$ cat config.mk
export PLATFORM = sky130hd
export DESIGN_NAME = integer_literal_scanner_unit
export DESIGN_NICKNAME = d
export VERILOG_FILES = /design/src/design/ils_pkg.sv /design/src/design/ils_step.sv /design/src/design/integer_literal_scanner_unit.sv
export SDC_FILE = /design/constraint.sdc
export NUM_CORES = 1
export LEC_CHECK = 0
export BUFFER_PORTS_ARGS = -buffer_cell sky130_fd_sc_hd__buf_2
export CAP_MARGIN = 40
export CORE_ASPECT_RATIO = 0.7
export CORE_UTILIZATION = 35
export CTS_CLUSTER_DIAMETER = 200
export CTS_CLUSTER_SIZE = 16
export DETAILED_ROUTE_END_ITERATION = 8
export GPL_TIMING_DRIVEN = 0
export PLACE_DENSITY = 0.58
export SLEW_MARGIN = 20
export SYNTH_ARGS = -nofsm -noshare
export SYNTH_HDL_FRONTEND = slang
export SYNTH_SLANG_ARGS = --single-unit
$ cat constraint.sdc
create_clock -name clk -period 6.7 [get_ports clk]
set_clock_uncertainty 0.05 [all_clocks]
set_input_delay 0.335 -clock clk [delete_from_list [all_inputs] [get_ports clk]]
set_output_delay 0.335 -clock clk [all_outputs]
set_load 0.05 [all_outputs]
$ cat src/design/ils_pkg.sv
`timescale 1ns / 1ps

package ils_pkg;

	typedef enum logic [2:0] {
		MODE_IDLE = 3'd0,
		MODE_ZERO = 3'd1,
		MODE_DEC  = 3'd2,
		MODE_HEX  = 3'd3,
		MODE_OCT  = 3'd4,
		MODE_BIN  = 3'd5
	} ils_mode_t;

	localparam logic [1:0] RADIX_DEC = 2'd0;
	localparam logic [1:0] RADIX_HEX = 2'd1;
	localparam logic [1:0] RADIX_OCT = 2'd2;
	localparam logic [1:0] RADIX_BIN = 2'd3;

	localparam int unsigned VALUE_W = 31;
	localparam int unsigned PROD_W  = VALUE_W + 5;

	localparam logic [7:0] CH_0   = 8'h30;
	localparam logic [7:0] CH_1   = 8'h31;
	localparam logic [7:0] CH_9   = 8'h39;
	localparam logic [7:0] CH_UA  = 8'h41;
	localparam logic [7:0] CH_UF  = 8'h46;
	localparam logic [7:0] CH_LA  = 8'h61;
	localparam logic [7:0] CH_LB  = 8'h62;
	localparam logic [7:0] CH_LF  = 8'h66;
	localparam logic [7:0] CH_LX  = 8'h78;
	localparam logic [7:0] CH_USC = 8'h5f;

	typedef struct packed {
		logic [7:0] ch;
		logic       end_of_text;
	} ils_in_t;

	typedef struct packed {
		logic [VALUE_W-1:0] value;
		logic [1:0]         radix;
		logic               is_big;
	} ils_out_t;

	typedef struct packed {
		ils_mode_t          mode;
		logic [VALUE_W-1:0] acc;
		logic               ovf;
	} ils_state_t;

	// A lone leading zero reports as octal.
	function automatic logic [1:0] radix_of(ils_mode_t m);
		logic [1:0] r;
		case (m)
			MODE_DEC: r = RADIX_DEC;
			MODE_HEX: r = RADIX_HEX;
			MODE_BIN: r = RADIX_BIN;
			default:  r = RADIX_OCT;
		endcase
		return r;
	endfunction

endpackage

$ cat src/design/ils_step.sv
`timescale 1ns / 1ps

module ils_step import ils_pkg::*; (
	input  ils_state_t cur,
	input  ils_in_t    item,
	output ils_state_t nxt,
	output logic       emit,
	output ils_out_t   res
);

	logic [7:0]        c;
	logic              is_num;
	logic              is_lhex;
	logic              is_uhex;
	logic              is_usc;
	logic [4:0]        dval;
	logic              in_base;
	ils_mode_t         m;
	logic [PROD_W-1:0] acc_w;
	logic [PROD_W-1:0] scaled;
	logic [PROD_W-1:0] prod;
	logic              work;
	logic              from_idle;

	assign c       = item.ch;
	assign is_num  = (c >= CH_0) && (c <= CH_9);
	assign is_lhex = (c >= CH_LA) && (c <= CH_LF);
	assign is_uhex = (c >= CH_UA) && (c <= CH_UF);
	assign is_usc  = (c == CH_USC);

	always_comb begin
		if (is_num) begin
			dval = 5'(c - CH_0);
		end else if (is_lhex) begin
			dval = 5'(c - CH_LA + 8'd10);
		end else begin
			dval = 5'(c - CH_UA + 8'd10);
		end
	end

	// Mode after the prefix decision: anything but x or b after a zero is octal.
	always_comb begin
		if (cur.mode == MODE_ZERO) begin
			m = MODE_OCT;
		end else begin
			m = cur.mode;
		end
	end

	always_comb begin
		case (m)
			MODE_DEC: in_base = is_num && (dval < 5'd10);
			MODE_HEX: in_base = is_num || is_lhex || is_uhex;
			MODE_OCT: in_base = is_num && (dval < 5'd8);
			default:  in_base = is_num && (dval < 5'd2);
		endcase
	end

	assign acc_w = PROD_W'(cur.acc);

	always_comb begin
		case (m)
			MODE_DEC: scaled = (acc_w << 3) + (acc_w << 1);
			MODE_HEX: scaled = acc_w << 4;
			MODE_OCT: scaled = acc_w << 3;
			default:  scaled = acc_w << 1;
		endcase
	end

	assign prod = scaled + PROD_W'(dval);

	always_comb begin
		nxt       = cur;
		emit      = 1'b0;
		res.value = cur.ovf ? '0 : cur.acc;
		res.radix = radix_of(m);
		res.is_big = cur.ovf;
		work      = 1'b0;
		from_idle = 1'b0;
		if (item.end_of_text) begin
			emit      = (cur.mode != MODE_IDLE);
			res.radix = radix_of(cur.mode);
			nxt.mode  = MODE_IDLE;
			nxt.acc   = '0;
			nxt.ovf   = 1'b0;
		end else begin
			from_idle = (cur.mode == MODE_IDLE);
			work      = !from_idle;
			if (cur.mode == MODE_ZERO && c == CH_LX) begin
				nxt.mode = MODE_HEX;
				work     = 1'b0;
			end else if (cur.mode == MODE_ZERO && c == CH_LB) begin
				nxt.mode = MODE_BIN;
				work     = 1'b0;
			end
			if (work) begin
				if (is_usc && m != MODE_BIN) begin
					nxt.mode = m;
				end else if (in_base) begin
					nxt.mode = m;
					if (!cur.ovf) begin
						if (|prod[PROD_W-1:VALUE_W]) begin
							nxt.ovf = 1'b1;
							nxt.acc = '0;
						end else begin
							nxt.acc = prod[VALUE_W-1:0];
						end
					end
				end else begin
					emit      = 1'b1;
					from_idle = 1'b1;
				end
			end
			if (from_idle) begin
				nxt.mode = MODE_IDLE;
				nxt.acc  = '0;
				nxt.ovf  = 1'b0;
				if (c == CH_0) begin
					nxt.mode = MODE_ZERO;
				end else if (c >= CH_1 && c <= CH_9) begin
					nxt.mode = MODE_DEC;
					nxt.acc  = VALUE_W'(dval);
				end
			end
		end
	end

endmodule

$ cat src/design/integer_literal_scanner_unit.sv
`timescale 1ns / 1ps
// A result is registered when the beat ending its literal leaves the input register; that
// beat is held there while the result register is full and stalled. Throughput: one character
// beat per cycle otherwise; the scan state update is a single shift-add and compare between the
// input register and the state and result registers. Reset (arst_n low, asynchronous)
// empties the input and result stages and returns the scanner to idle with a cleared
// accumulator and overflow flag.

module integer_literal_scanner_unit import ils_pkg::*; (
	input  logic     clk,
	input  logic     arst_n,
	input  logic     src_valid,
	output logic     src_stall,
	input  ils_in_t  src_data,
	output logic     res_valid,
	input  logic     res_stall,
	output ils_out_t res_data
);

	// Input register: one character waits here while the scan state is updated.
	logic       valid_s1;
	ils_in_t    item_s1;

	// Scan state carried from one character to the next.
	ils_state_t state_q;

	// Result register, which decouples the consumer's stall from the scanner.
	logic       res_valid_q;
	ils_out_t   res_data_q;

	ils_state_t state_nxt;
	logic       emit;
	ils_out_t   res_nxt;
	logic       out_free;
	logic       adv;

	ils_step u_step (
		.cur  (state_q),
		.item (item_s1),
		.nxt  (state_nxt),
		.emit (emit),
		.res  (res_nxt)
	);

	// The result register can take a new result when it is empty or being drained.
	// A character that produces no result moves on regardless of the output side.
	assign out_free  = !res_valid_q || !res_stall;
	assign adv       = valid_s1 && (!emit || out_free);
	assign src_stall = valid_s1 && !adv;

	always_ff @(posedge clk or negedge arst_n) begin
		if (!arst_n) begin
			valid_s1      <= 1'b0;
			state_q.mode  <= MODE_IDLE;
			state_q.acc   <= '0;
			state_q.ovf   <= 1'b0;
			res_valid_q   <= 1'b0;
		end else begin
			if (!src_stall) begin
				valid_s1 <= src_valid;
			end
			if (adv) begin
				state_q <= state_nxt;
			end
			if (adv && emit) begin
				res_valid_q <= 1'b1;
			end else if (!res_stall) begin
				res_valid_q <= 1'b0;
			end
		end
	end

	// Payload registers carry no reset; their valid flags qualify them.
	always_ff @(posedge clk) begin
		if (src_valid && !src_stall) begin
			item_s1 <= src_data;
		end
		if (adv && emit) begin
			res_data_q <= res_nxt;
		end
	end

	assign res_valid = res_valid_q;
	assign res_data  = res_data_q;

endmodule

==> qor.txt <==
Crit Path Class - flip-flop to flip-flop
Avg Synthesized Cell Area - 8.11 um2
n_diodes - 0
Synth Instances - 1019
PortBufs - 48
Synth cell types - 104
CTS clk-pin slew, worst paths - 0.08 ns
delay of the slowest critical-path stage - 0.69 ns
Num CTS Buffers - 9
worst-skew pair later-pin latency - 0.36 ns
Detailed Routing Iterations Pass 1 - 5
worst reg-to-reg path cell count - 22
peak supply drop - 0.180 mV
min-delay src - src_data[8]
Die Y - 131 um
WP data required - 6.93 ns
CTS sink count - 80
# DRC - 0
register area - 0.00222 mm2
vias in the first global route - 7669
Post-synth EDFFs - 43
RSZ-0062 raised after global routing - false
Worst Path Max Fanout - 10
Post-Route WL - 30.8 mm
critical path cell sequence - buf_6 -> buf_2 -> clkbuf_1 -> buf_2 -> buf_2 -> nor2_1 -> a22o_1 -> a22oi_1 -> o21ai_0 -> ha_1 -> a21oi_1 -> nor2b_1 -> o21ai_0 -> nor3_2 -> nor2b_1 -> nand4_1 -> nor4_2 -> xor2_1 -> nor4_4 -> nand2_4 -> buf_6 -> o21ai_2
Tot GR Track Use - 26.0%
fraction of layout cells with a size suffix above 1 - 15.1%
Hold Path Stages - 1
DR vias/cell - 6.05
Slew Limit Fails - 0
CP top delay family - simple AND/OR/NAND/NOR gates
global route total overflow - 0
top post-synthesis cells by area - edfxtp_1, dfrtp_1, nand2_1
top post-synthesis cells by count - nand2_1, a21oi_1, nor2_1
RR Endpoint - state_q[9]
fin crit period - 6.13 ns
synthesis-stage register bit count - 80
post-layout util - 40.5%
HP Class - input port to flip-flop
Buf/Inv on CP - 6
Clock Tree Root - clkbuf_16
H-Tree Depth - 3
MaxCap Viol Count - 0
Slew Limit Headroom - 44.2%
DR vias - 8474
maximum clock rate - 163 MHz
Total Power - 2300 uW
final period utilization - 91.5%
Nets - 1136
final setup fails - 0
DIE WIDTH - 186 um
Leakage Power - 0.00365 uW
Starting DRT DRC Count - 1048
Fin. Hold Viols - 0
outcome - completed
crit path capture type - flip-flop
antenna violations before repair - 0
ys async rst share - 46.3%
DP Worst Slack - 0.707 ns
DPL Wire Length - 24.1 mm
fill cell count - 2413
Worst path slowest cell - nor3_2
post-route setup TNS - 0 ns
antenna viol nets, final - 0
cell area after synthesis - 0.00827 mm2
post-synthesis sequential area ratio - 26.8%
die area - 0.0243 mm2
deepest clock path buffer count - 2
first-pass GRT wire length - 46.7 mm
worst reg2reg startpoint - state_q[34]
synth-to-layout area growth - 12.2%
GPL Wtd Cong - 1.01
most used cell, CP - buf_2
Power Density - 248 mW/mm2
average routed wire per standard cell - 22.0 um
CP Launch Type - flip-flop
pin count of the biggest net entering global routing - 29
CTS tree - done
Ys Warns - 0
IO Pins - 49
Final WS setup - 0.571 ns
# rows - 46
post-synth top area cell - edfxtp_1
most numerous cell in the Yosys netlist - nand2_1
WHS Endpoint - item_s1[8]
Net Count, Synth - 1072
top_reg_cell synth - edfxtp_1
CP arrival - 6.36 ns
actual slew at the worst max-slew pin - 0.832 ns
top-area cell type share of the netlist area - 15.6%
Resize count post-CTS - 0
Worst R2R Setup Slack - 0.57 ns
core box area - 0.0229 mm2
Initial Utilization - 36.1%
area taken by multi-input logic gates - 0.00564 mm2
cells by family (layout without fill, tap and decap cells):
group | after synthesis | after routing | synth area share, %
and+or+nand+nor | 420 | 420 | 26.7
AOI/OAI and AO/OA | 352 | 352 | 29.7
DFF | 80 | 80 | 26.8
buffers and inverters | 77 | 146 | 5.01
adders and majority gates | 40 | 40 | 6.23
xor gates and xnor gates | 39 | 39 | 4.13
muxes | 11 | 11 | 1.39
metrics by stage:
stage	hold slack, ns	cell area [um2]	instances
6_report	0.0915	9280	1400
5_1_grt	0.0810	9280	1400
4_1_cts	0.0865	9280	1399
3_5_place_dp	0.187	8960	1382
3_3_place_gp	0.463	8900	1379
2_1_floorplan	-0.0106	8270	1019
worst max path at each step:
stage                start          end  cells past startpoint  slack, ns
2_1_floorplan  state_q[32]  state_q[26]                     21       2.12
3_3_place_gp   state_q[34]   state_q[9]                     22       0.34
3_5_place_dp   state_q[34]   state_q[9]                     22       0.71
4_1_cts        state_q[34]   state_q[9]                     22       0.68
5_1_grt        state_q[34]   state_q[9]                     22       0.24
6_report       state_q[34]   state_q[9]                     22       0.57
sequential cells by signal, summed over array words and instances (netlist names):
name,cells
item_s1,9
valid_s1,1
res_data,34
res_valid,1
state_q,35
repair_timing:
item,CTS,global route
endpoints found under the hold margin,9,0
buffers inserted,0,0
hold buffers,1,0
layout by cell type (no fill, tap or decap), types with 24 or more instances in the layout:
master / instances
a21oi_1: 92
buf_2: 67
dfrtp_1: 37
edfxtp_1: 43
ha_1: 38
nand2_1: 156
nand2b_1: 24
nor2_1: 58
nor2b_1: 43
o21ai_0: 55
report_power, final:
part / total [uW] / internal [uW] / switching [uW]
Combinational: 1160 / 314 / 842
Clock: 524 / 297 / 227
Sequential: 625 / 593 / 32.4
final cells by class:
type	instances	area share, %
inverters	16	0.647
multi-input cells	862	60.8
clock buffers	9	2.43
plain buffers	61	3.82
repair buffers	53	3.30
clock inverters	7	0.903
well taps	312	4.21
flip-flops and latches	80	23.9
metal layers:
| layer | global-route usage [%] | vias to the layer above | routed length, um |
|---|---|---|---|
| li1 | - | 3949 | - |
| met1 | 39.8 | 4041 | 14900 |
| met2 | 34.7 | 452 | 11700 |
| met3 | 8.20 | 32 | 3750 |
| met4 | 5.50 | 0 | 396 |
| met5 | 0 | - | 0 |
worst register-to-register path, cell delays in order (launching register included):
cell and delay (ns):
dfrtp_1 0.45, buf_6 0.16, buf_2 0.22, clkbuf_1 0.41, buf_2 0.32, buf_2 0.29, nor2_1 0.08, a22o_1 0.19
a22oi_1 0.17, o21ai_0 0.13, ha_1 0.37, a21oi_1 0.12, nor2b_1 0.12, o21ai_0 0.18, nor3_2 0.69, nor2b_1 0.40
nand4_1 0.16, nor4_2 0.25, xor2_1 0.19, nor4_4 0.52, nand2_4 0.22, buf_6 0.22, o21ai_2 0.16
No activity file was read; power rests on OpenSTA's default activity.
